**src/hw/rtl/i8583_pkg.sv**
```systemverilog
// ----------------------------------------------------------------------------
// i8583_pkg
// Shared types, codes and the fixed field format ROM of the ISO 8583 parser.
// ----------------------------------------------------------------------------
package i8583_pkg;

   typedef enum logic [2:0] {
      ROLE_TYPE   = 3'd0,
      ROLE_BITMAP = 3'd1,
      ROLE_PREFIX = 3'd2,
      ROLE_IND    = 3'd3,
      ROLE_DATA   = 3'd4,
      ROLE_IGNORE = 3'd5
   } role_type;

   localparam logic [1:0] ST_OK       = 2'd0;
   localparam logic [1:0] ST_LEN_OVER = 2'd1;
   localparam logic [1:0] ST_OVERFLOW = 2'd2;
   localparam logic [1:0] ST_TRUNC    = 2'd3;

   localparam logic [13:0] LEN_SAT = 14'd9999;
   localparam int unsigned STORE_LIMIT_RESET = 1000;

   // format entry: length, kind, prefix byte count
   typedef struct packed {
      logic [1:0] flag;
      logic [3:0] kind;
      logic [9:0] len;
   } fmt_type;

   function automatic fmt_type mk(input int unsigned l, input int unsigned t,
                                  input int unsigned f);
      fmt_type e;
      e.len  = l[9:0];
      e.kind = t[3:0];
      e.flag = f[1:0];
      return e;
   endfunction

   function automatic fmt_type fmt_rom(input logic [6:0] idx);
      fmt_type e;
      case (idx) inside
         7'd0:  e = mk(8,8,0);    7'd1:  e = mk(19,4,1);
         7'd2:  e = mk(6,2,0);
         7'd3, 7'd4, 7'd5: e = mk(12,2,0);
         7'd6:  e = mk(10,2,0);
         7'd7, 7'd8, 7'd9: e = mk(8,2,0);
         7'd10, 7'd11: e = mk(6,2,0);
         [7'd12:7'd17]: e = mk(4,2,0);
         7'd18: e = mk(3,2,0);
         7'd19, 7'd20: e = mk(6,2,0);
         7'd21: e = mk(3,2,0);    7'd22: e = mk(4,2,0);
         7'd23: e = mk(20,0,0);
         7'd24, 7'd25: e = mk(2,2,0);
         7'd26: e = mk(1,2,0);
         [7'd27:7'd30]: e = mk(8,3,0);
         7'd31, 7'd32: e = mk(11,2,1);
         7'd33: e = mk(28,0,1);   7'd34: e = mk(37,4,1);
         7'd35: e = mk(104,4,2);  7'd36: e = mk(12,0,0);
         7'd37: e = mk(6,0,0);    7'd38: e = mk(2,0,0);
         7'd39: e = mk(3,0,0);    7'd40: e = mk(8,0,0);
         7'd41: e = mk(15,0,0);   7'd42: e = mk(40,0,0);
         7'd43: e = mk(25,0,1);
         [7'd44:7'd46]: e = mk(256,8,2);
         7'd47: e = mk(999,4,2);
         7'd48, 7'd49: e = mk(3,0,0);
         7'd50: e = mk(7,0,0);    7'd51: e = mk(8,8,0);
         7'd52: e = mk(16,2,0);   7'd53: e = mk(999,2,2);
         [7'd54:7'd57]: e = mk(999,0,2);
         7'd58: e = mk(999,0,0);  7'd59: e = mk(999,4,0);
         7'd60: e = mk(999,2,2);  7'd61: e = mk(999,8,2);
         7'd62: e = mk(999,0,2);  7'd63: e = mk(64,8,0);
         7'd64: e = mk(8,8,0);    7'd65: e = mk(1,2,0);
         7'd66: e = mk(2,2,0);
         [7'd67:7'd69]: e = mk(3,2,0);
         7'd70, 7'd71: e = mk(4,2,0);
         7'd72: e = mk(6,2,0);
         [7'd73:7'd80]: e = mk(10,2,0);
         [7'd81:7'd84]: e = mk(12,2,0);
         [7'd85:7'd88]: e = mk(16,2,0);
         7'd89: e = mk(42,2,0);   7'd90: e = mk(1,0,0);
         7'd91: e = mk(2,0,0);    7'd92: e = mk(5,0,0);
         7'd93: e = mk(7,0,0);    7'd94: e = mk(42,0,0);
         7'd95: e = mk(8,8,0);    7'd96: e = mk(16,3,0);
         7'd97: e = mk(25,0,0);
         7'd98, 7'd99: e = mk(11,2,1);
         7'd100: e = mk(17,0,1);
         7'd101, 7'd102: e = mk(28,0,1);
         7'd103: e = mk(100,0,2);
         7'd127: e = mk(8,8,0);
         default: e = mk(999,0,2);
      endcase
      return e;
   endfunction

   // stored byte count of a field
   function automatic logic [9:0] data_count(input fmt_type e, input logic [13:0] len);
      logic [14:0] s;
      s = {1'b0, len} + 15'd1;
      return (e.kind[2:0] != 3'd0) ? s[10:1] : len[9:0];
   endfunction

endpackage

```
**src/hw/rtl/i8583_next_field.sv**
```systemverilog
// ----------------------------------------------------------------------------
// i8583_next_field
// Priority encoder: lowest set bitmap bit above the current field.
// ----------------------------------------------------------------------------
module i8583_next_field #(
   parameter int FIELD_COUNT = 128
) (
   input  logic [127:0] bits,     // bit k is field k+1
   input  logic         wide,
   input  logic [7:0]   from,
   output logic [7:0]   field     // 0 when none
);
   always_comb begin
      field = 8'd0;
      for (int n = FIELD_COUNT; n >= 2; n--) begin
         if (bits[n-1] && (8'(n) > from) && (wide || n <= 64))
            field = 8'(n);
      end
   end
endmodule

```
**src/hw/rtl/i8583_csr.sv**
```systemverilog
// ----------------------------------------------------------------------------
// i8583_csr
// APB-style register port holding store_limit.
// ----------------------------------------------------------------------------
module i8583_csr import i8583_pkg::*; (
   input  logic        clock,
   input  logic        reset,
   input  logic        psel,
   input  logic        penable,
   input  logic        pwrite,
   input  logic [1:0]  paddr,
   input  logic [31:0] pwdata,
   output logic [31:0] prdata,
   output logic [11:0] store_limit
);
   logic [11:0] limit_ff;
   always_ff @(posedge clock) begin
      if (reset) begin
         limit_ff <= 12'(STORE_LIMIT_RESET);
      end else if (psel && penable && pwrite && paddr == 2'd0) begin
         limit_ff <= pwdata[11:0];
      end
   end
   assign store_limit = limit_ff;
   assign prdata = (paddr == 2'd0) ? {20'd0, limit_ff} : 32'd0;
endmodule

```
**src/hw/rtl/iso8583_message_parser_top.sv**
```systemverilog
// ----------------------------------------------------------------------------
// iso8583_message_parser_top
// ISO 8583 byte labeller: tags each message byte with role, field and offset.
// ----------------------------------------------------------------------------
//  channel | direction | handshake              | payload
//  req     | in        | req_valid/req_ready    | msg_byte, end_of_message
//  rsp     | out       | rsp_valid/rsp_ready    | role .. message_done
//  csr     | in        | psel/penable/pwrite    | store_limit at address 0
//
//  One request per cycle unless stalled; result valid the cycle after acceptance.
//  Parse state and next-field encoder update in the same cycle as the label.
//  A full result register stalls input only while rsp_ready is low.
//  Reset (synchronous) returns parse state to message type, limit to 1000.
// ----------------------------------------------------------------------------
module iso8583_message_parser_top import i8583_pkg::*; #(
   parameter int FIELD_COUNT = 128
) (
   input  logic        clock,
   input  logic        reset,
   input  logic        req_valid,
   output logic        req_ready,
   input  logic [7:0]  req_msg_byte,
   input  logic        req_end_of_message,
   output logic        rsp_valid,
   input  logic        rsp_ready,
   output logic [2:0]  rsp_role,
   output logic [7:0]  rsp_field_number,
   output logic [7:0]  rsp_value,
   output logic [13:0] rsp_declared_length,
   output logic [9:0]  rsp_position_in_field,
   output logic [11:0] rsp_store_offset,
   output logic        rsp_last_of_field,
   output logic [1:0]  rsp_status,
   output logic        rsp_message_done,
   input  logic        csr_psel,
   input  logic        csr_penable,
   input  logic        csr_pwrite,
   input  logic [1:0]  csr_paddr,
   input  logic [31:0] csr_pwdata,
   output logic [31:0] csr_prdata,
   output logic        csr_pready
);
   logic [11:0] store_limit;
   assign csr_pready = 1'b1;

   i8583_csr u_csr (
      .clock(clock), .reset(reset), .psel(csr_psel), .penable(csr_penable),
      .pwrite(csr_pwrite), .paddr(csr_paddr), .pwdata(csr_pwdata),
      .prdata(csr_prdata), .store_limit(store_limit)
   );

   // parse state
   role_type     phase_ff, phase_in;
   logic [4:0]   hdr_ff, hdr_in;
   logic [127:0] bmp_ff, bmp_in;
   logic         wide_ff, wide_in;
   logic [7:0]   cur_ff, cur_in;
   logic [13:0]  acc_ff, acc_in;
   logic [9:0]   left_ff, left_in;
   logic [9:0]   fpos_ff, fpos_in;
   logic [11:0]  off_ff, off_in;
   logic [1:0]   err_ff, err_in;

   // result register
   logic        rv_ff;
   role_type    r_role;
   logic [7:0]  r_field;
   logic [13:0] r_decl;
   logic [9:0]  r_pos;
   logic [11:0] r_off;
   logic        r_last;
   role_type    o_role_ff;
   logic [7:0]  o_field_ff, o_val_ff;
   logic [13:0] o_decl_ff;
   logic [9:0]  o_pos_ff;
   logic [11:0] o_off_ff;
   logic        o_last_ff, o_done_ff;
   logic [1:0]  o_st_ff;

   wire accept = req_valid && req_ready;
   assign req_ready = !rv_ff || rsp_ready;

   wire [7:0] b = req_msg_byte;
   fmt_type e;
   assign e = fmt_rom(7'(cur_ff - 8'd1));

   // bitmap image with the current byte merged (for end of bitmap)
   logic [127:0] bmp_new;
   logic [3:0]   bi;
   logic         wide_new;
   always_comb begin
      bi = hdr_ff[3:0];
      bmp_new = bmp_ff;
      bmp_new[127 - 8*bi -: 8] = bmp_ff[127 - 8*bi -: 8] | b;
      wide_new = (bi == 4'd0) ? b[7] : wide_ff;
   end

   // field numbered n sits at bit (n-1) in reversed order
   logic [127:0] bits_rev;
   always_comb for (int k = 0; k < 128; k++) bits_rev[k] = bmp_in[127-k];

   logic [7:0] nf;
   i8583_next_field #(.FIELD_COUNT(FIELD_COUNT)) u_nf (
      .bits(bits_rev), .wide(wide_in), .from(cur_in), .field(nf)
   );
   // stage before advance: state with cursor and bitmap, plus the advance request
   logic    adv;
   fmt_type ne;
   assign ne = fmt_rom(7'(nf - 8'd1));

   // two prefix bytes of up to 165 each can reach 16665: one bit above 14
   logic [9:0]  cnt;
   logic [14:0] full;
   logic [7:0]  d;
   logic [14:0] d100;
   logic        ovf;

   always_comb begin
      phase_in = phase_ff; hdr_in = hdr_ff; bmp_in = bmp_ff; wide_in = wide_ff;
      cur_in = cur_ff; acc_in = acc_ff; left_in = left_ff; fpos_in = fpos_ff;
      off_in = off_ff; err_in = err_ff;
      r_role = ROLE_IGNORE; r_field = 8'd0; r_decl = 14'd0; r_pos = 10'd0;
      r_off = 12'd0; r_last = 1'b0; adv = 1'b0;
      d = ({4'd0, b[7:4]} * 8'd10) + {4'd0, b[3:0]};
      d100 = {7'd0, acc_ff[7:0]} * 15'd100;
      full = 15'd0; cnt = 10'd0; ovf = 1'b0;
      case (phase_ff)
         ROLE_TYPE: begin
            r_role = ROLE_TYPE;
            if (hdr_ff >= 5'd1) begin phase_in = ROLE_BITMAP; hdr_in = 5'd0; end
            else hdr_in = hdr_ff + 5'd1;
         end
         ROLE_BITMAP: begin
            r_role = ROLE_BITMAP;
            wide_in = wide_new;
            bmp_in = bmp_new;
            hdr_in = {1'b0, bi} + 5'd1;
            if (hdr_in >= (wide_new ? 5'd16 : 5'd8)) begin
               hdr_in = 5'd0; cur_in = 8'd0; adv = 1'b1;
            end
         end
         ROLE_PREFIX: begin
            r_role = ROLE_PREFIX; r_field = cur_ff;
            if (e.flag >= 2'd2 && hdr_ff == 5'd0) begin
               acc_in = {6'd0, d}; hdr_in = 5'd1;
            end else begin
               full = (e.flag >= 2'd2) ? d100 + {7'd0, d} : {7'd0, d};
               r_decl = (full > {1'b0, LEN_SAT}) ? LEN_SAT : full[13:0];
               hdr_in = 5'd0;
               if (full > {5'd0, e.len}) begin
                  err_in = ST_LEN_OVER; phase_in = ROLE_IGNORE;
               end else begin
                  acc_in = full[13:0];
                  if (e.kind[0]) phase_in = ROLE_IND;
                  else begin
                     cnt = data_count(e, full[13:0]);
                     ovf = ({3'd0, cnt} + {1'b0, off_ff}) >= {1'b0, store_limit};
                     if (ovf) begin err_in = ST_OVERFLOW; phase_in = ROLE_IGNORE; end
                     else if (cnt == 10'd0) begin r_last = 1'b1; adv = 1'b1; end
                     else begin left_in = cnt; phase_in = ROLE_DATA; end
                  end
               end
            end
         end
         ROLE_IND: begin
            r_role = ROLE_IND; r_field = cur_ff; r_decl = acc_ff; r_off = off_ff;
            off_in = off_ff + 12'd1; fpos_in = 10'd1;
            cnt = data_count(e, acc_ff);
            ovf = ({3'd0, cnt} + {1'b0, off_in}) >= {1'b0, store_limit};
            if (ovf) begin err_in = ST_OVERFLOW; phase_in = ROLE_IGNORE; end
            else if (cnt == 10'd0) begin r_last = 1'b1; adv = 1'b1; end
            else begin left_in = cnt; phase_in = ROLE_DATA; end
         end
         ROLE_DATA: begin
            ovf = ({3'd0, left_ff} + {1'b0, off_ff}) >= {1'b0, store_limit};
            if (fpos_ff == 10'd0 && e.flag == 2'd0 && ovf) begin
               err_in = ST_OVERFLOW; phase_in = ROLE_IGNORE;
            end else begin
               r_role = ROLE_DATA; r_field = cur_ff; r_decl = acc_ff;
               r_pos = fpos_ff; r_off = off_ff;
               off_in = off_ff + 12'd1; fpos_in = fpos_ff + 10'd1;
               if (left_ff <= 10'd1) begin
                  left_in = 10'd0; r_last = 1'b1; adv = 1'b1;
               end else left_in = left_ff - 10'd1;
            end
         end
         default: ;
      endcase
   end

   // advance to next field (applied on top of the step result)
   role_type    ph_f;
   logic [7:0]  cur_f;
   logic [9:0]  fp_f, left_f;
   logic [4:0]  hdr_f;
   logic [13:0] acc_f;
   logic [1:0]  err_f;
   always_comb begin
      ph_f = phase_in; cur_f = cur_in; fp_f = fpos_in; hdr_f = hdr_in;
      acc_f = acc_in; left_f = left_in;
      if (adv) begin
         if (nf == 8'd0) ph_f = ROLE_IGNORE;
         else begin
            cur_f = nf; fp_f = 10'd0; hdr_f = 5'd0; acc_f = 14'd0;
            if (ne.flag != 2'd0) ph_f = ROLE_PREFIX;
            else begin
               acc_f = {4'd0, ne.len};
               if (ne.kind[0]) ph_f = ROLE_IND;
               else begin left_f = data_count(ne, {4'd0, ne.len}); ph_f = ROLE_DATA; end
            end
         end
      end
      err_f = err_in;
      if (req_end_of_message && ph_f != ROLE_IGNORE && err_in == ST_OK) err_f = ST_TRUNC;
   end

   always_ff @(posedge clock) begin
      if (reset || (accept && req_end_of_message)) begin
         phase_ff <= ROLE_TYPE; hdr_ff <= '0; bmp_ff <= '0; wide_ff <= 1'b0;
         cur_ff <= '0; acc_ff <= '0; left_ff <= '0; fpos_ff <= '0; off_ff <= '0;
         err_ff <= ST_OK;
      end else if (accept) begin
         phase_ff <= ph_f; hdr_ff <= hdr_f; bmp_ff <= bmp_in; wide_ff <= wide_in;
         cur_ff <= cur_f; acc_ff <= acc_f; left_ff <= left_f; fpos_ff <= fp_f;
         off_ff <= off_in; err_ff <= err_f;
      end
   end

   always_ff @(posedge clock) begin
      if (reset) begin
         rv_ff <= 1'b0;
      end else if (accept) begin
         rv_ff <= 1'b1;
      end else if (rsp_ready) begin
         rv_ff <= 1'b0;
      end
   end

   always_ff @(posedge clock) begin
      if (accept) begin
         o_role_ff <= r_role; o_field_ff <= r_field; o_val_ff <= b;
         o_decl_ff <= r_decl; o_pos_ff <= r_pos; o_off_ff <= r_off;
         o_last_ff <= r_last; o_st_ff <= err_f; o_done_ff <= req_end_of_message;
      end
   end

   assign rsp_valid = rv_ff;
   assign rsp_role = o_role_ff;
   assign rsp_field_number = o_field_ff;
   assign rsp_value = o_val_ff;
   assign rsp_declared_length = o_decl_ff;
   assign rsp_position_in_field = o_pos_ff;
   assign rsp_store_offset = o_off_ff;
   assign rsp_last_of_field = o_last_ff;
   assign rsp_status = o_st_ff;
   assign rsp_message_done = o_done_ff;

   // an end of message always returns parsing to the message type phase
   a_eom_clear: assert property (@(posedge clock) disable iff (reset)
      accept && req_end_of_message |=> phase_ff == ROLE_TYPE && err_ff == ST_OK)
      else $error("parse state not cleared at message end");
   // once an error is set the parser ignores bytes
   a_err_ignore: assert property (@(posedge clock) disable iff (reset)
      err_ff != ST_OK |-> phase_ff == ROLE_IGNORE)
      else $error("error without ignore phase");
   // result register never dropped while stalled
   a_hold: assert property (@(posedge clock) disable iff (reset)
      rsp_valid && !rsp_ready |-> !req_ready)
      else $error("input taken over a stalled result");
endmodule

```
**config.mk**
```make
export PLATFORM = sky130hd
export DESIGN_NAME = iso8583_message_parser_top
export DESIGN_NICKNAME = d
export VERILOG_FILES = /design/src/hw/rtl/i8583_pkg.sv /design/src/hw/rtl/i8583_next_field.sv /design/src/hw/rtl/i8583_csr.sv /design/src/hw/rtl/iso8583_message_parser_top.sv
export SDC_FILE = /design/constraint.sdc
export NUM_CORES = 2
export LEC_CHECK = 0
export BUFFER_PORTS_ARGS = -buffer_cell sky130_fd_sc_hd__buf_2
export CORE_MARGIN = 1.5
export CORE_UTILIZATION = 45
export CTS_BUF_LIST = sky130_fd_sc_hd__clkbuf_4 sky130_fd_sc_hd__clkbuf_8 sky130_fd_sc_hd__clkbuf_16
export CTS_CLUSTER_SIZE = 24
export DETAILED_ROUTE_END_ITERATION = 8
export SETUP_SLACK_MARGIN = 0.5
export SKIP_LAST_GASP = 1
export SLEW_MARGIN = 10
export SYNTH_ARGS = -nofsm -noshare
export SYNTH_HDL_FRONTEND = slang
export SYNTH_SLANG_ARGS = --single-unit
```
**constraint.sdc**
```tcl
create_clock -name clock -period 10.4 [get_ports clock]
set_clock_uncertainty 0.15 [all_clocks]
set_input_delay 2.08 -clock clock [delete_from_list [all_inputs] [get_ports clock]]
set_output_delay 2.08 -clock clock [all_outputs]
set_load 0.02 [all_outputs]
```
==> run metrics <==
status=finished with violations; failing checks=design-rule violations; largest net degree at the start of global routing=88; # DRC=5; register area share after synthesis=0.1997; asr flop ratio synth=0; metal2 WL=59720 µm; area grow syn2layout=13.40%; Slew HR=0.1856; DP HPWL=115600 µm; Gate Count Post-Synth=4074; Leak Pwr=13.47 nW; CTS Sinks=265; maximum vdd ir drop=0.1646 mV; cell area after layout=33470 µm²; Clk pin slew, worst setup/hold paths=60 ps; top-count cell post-synth=nand2_1; max-cap violations=0; RSZ-0062 raised after global routing=no; Tcrit/Tclk final=0.9297; via count=35240; post-DR vias/cell=6.847; clock buffer depth=3; nets=4469; Final Max Slew Viols=0; initial antenna violation count=12; WL met1=58530 µm; Post-Synthesis Cell Area=29520 µm²; uppermost metal layer occupied by signal nets=met5; GP Congestion=1.142; height of the die=259.1 µm; routed len/inst=28.92 µm; Mapped Avg Cell Area=7.246 µm²; vias in the first global route=32430; DRT Wirelength=148800 µm; multi-input logic area=21990 µm²; fin cells=5146; Post-Place Cells=5075; CP required=10700 ps; most used cell, CP=buf_4; num rows=93; crit path launch type=input pin; Final Setup Violations=0; PD cells=178.6 nW/µm²; commonest cells in the netlist=498 x nand2_1, 443 x nor2_1, 411 x a21oi_1, 223 x o21ai_0, 206 x dfxtp_1; die width=259.1 µm; kind of critical path=input pin to register; Yosys cell types=145; highest clock rate=103.4 MHz; met3 wire length=18910 µm; Clk Latency, worst-skew pair=580 ps; Yosys warnings=0; Root Driver=clkbuf_16; overall power=0.005979 W; CP Max Fanout=27; drt first pass iters=9; CTS buffer count=34; DRT iter0 DRCs=5593; CTS tree=done; Critical Path Sink Type=register; grt ovf=0; Top FF cell, synth=dfxtp_1; Critical-path top delay cell=nor3_1; FF/Latch Area=5904 µm²; Die ar.=67140 µm²; Worst Path Arrival=9970 ps; min-delay worst type=register to register; WHS=305.0 ps; FILL cells=6622; synth top area cells=dfxtp_1 14%, a21oi_1 7.0%, nand2_1 6.3%, ha_1 6.1%, edfxtp_1 6.0%; worst-margin pin slew=1206 ps; Initial Utilization=0.4563; IO buf count=102; DP Area=32070 µm²; EDFF count, synth=59; Total GRT Usage=0.4310; Final Hold Vio Count=0; proportion of layout cells with a drive suffix above 1=0.1602; first-pass GRT wire length=216700 µm; crit path time final=9669 ps; setup_tns=0 ps; H-Tree Depth=2; Largest stage delay, worst path=560 ps; Yosys top cell area share=0.1397; Post-DRT Antenna Nets=0; core area=64700 µm²; Synth area leader=dfxtp_1; #FFs+latches synth=265; IO Pins=144
[per-layer routing]
metal,vias up,GRT usage
met5,-,0
met1,16490,0.5592
li1,15530,-
met3,655,0.1270
met4,12,0.2675
met2,2546,0.6239
[registers in the layout (all words and copies together), names as in the netlist, 5 cells and up]
register / flops
rsp_position_in_field: 10
rsp_field_number: 8
off_ff: 12
rsp_value: 8
left_ff: 10
u_csr.store_limit: 12
bmp_ff: 128
cur_ff: 8
rsp_store_offset: 12
acc_ff: 14
rsp_declared_length: 14
fpos_ff: 10
hdr_ff: 5
[worst paths after layout]
path                                                         from                                 to  slack, ps  cells after the start
worst min-delay path            u_csr.store_limit[2]$_SDFFE_PP0P_  u_csr.store_limit[2]$_SDFFE_PP0P_        310                      2
worst max register to register             hdr_ff[1]$_SDFFE_PP0P_            left_ff[1]$_SDFFE_PP0P_        860                     32
worst max-delay path                              req_msg_byte[7]            left_ff[1]$_SDFFE_PP0P_        730                     33
worst min register to register  u_csr.store_limit[2]$_SDFFE_PP0P_  u_csr.store_limit[2]$_SDFFE_PP0P_        310                      2
[layout by cell type, fill, tap and decap left out, types with 27 or more instances in the layout]
cell / netlist / layout
nand2_1: 498 / 496
nor2_1: 443 / 440
a21oi_1: 411 / 411
buf_4: 40 / 304
o21ai_0: 223 / 219
dfxtp_1: 206 / 201
ha_1: 144 / 143
nand3_1: 137 / 137
inv_1: 117 / 117
nor3_1: 116 / 112
buf_2: 49 / 102
and2_1: 67 / 67
mux2i_1: 66 / 66
a21o_1: 67 / 66
xnor2_1: 62 / 60
edfxtp_1: 59 / 59
and3_1: 53 / 53
o211ai_1: 50 / 50
nand4_1: 47 / 47
a22oi_1: 48 / 47
a31oi_1: 47 / 46
nand2b_1: 45 / 45
xor2_1: 40 / 40
o22ai_1: 36 / 36
clkbuf_16: 0 / 36
or3_1: 36 / 35
a211oi_1: 37 / 34
nor2b_1: 33 / 33
o21bai_1: 31 / 31
nor4_1: 31 / 27
[power by group]
group	total, W	switching, W	internal (W)
clock	0.00122	0.000514	0.000706
sequential	0.00110	0.0000264	0.00108
combinational	0.00366	0.00218	0.00147
total	0.00598	0.00272	0.00325
[area by class of cell]
| type | instances | share of cell area |
|---|---|---|
| multi-input cells | 3429 | 0.6571 |
| flip-flops and latches | 265 | 0.1764 |
| repair buffers | 412 | 0.08676 |
| well taps | 855 | 0.03196 |
| clock buffers | 42 | 0.02845 |
| inverters | 124 | 0.01398 |
| clock inverters | 17 | 0.005233 |
| diodes | 2 | 0.0001495 |
[cell families (layout without fill, tap and decap cells)]
| family | Yosys count | count (layout) | synth area share |
|---|---|---|---|
| AND/OR/NAND/NOR | 1684 | 1684 | 0.2824 |
| AO/OA/AOI/OAI | 1371 | 1371 | 0.3157 |
| buffers and inverters | 399 | 595 | 0.06617 |
| flip-flops | 265 | 265 | 0.1997 |
| adder cells (fa/ha/maj) | 154 | 154 | 0.06752 |
| XOR/XNOR | 102 | 102 | 0.03026 |
| multiplexers | 97 | 97 | 0.03789 |
| other | 2 | 23 | 0.0002544 |
[through the flow]
| step | worst slack (ps) | util |
|---|---|---|
| floorplan | 1107 | - |
| global placement | 369.6 | 0.4957 |
| detailed placement | 246.3 | 0.4957 |
| CTS | 650.9 | 0.5133 |
| global route | 532.7 | 0.5173 |
| finish | 730.7 | 0.5174 |
[timing repair]
action	CTS	global route
pin swaps	0	6
endpoints found under the setup margin	2	48
gates resized for setup	1	39
hold buffers	0	0
buffers inserted	0	10
[worst max-delay path: cells and delay by family]
family	cells	cell delay, ps
AO/OA/AOI/OAI	14	3570
adder cells (fa/ha/maj)	2	600
AND/OR/NAND/NOR	9	2200
buffers and inverters	6	1130
multiplexers	2	360
(Power assumes the default switching activity.)
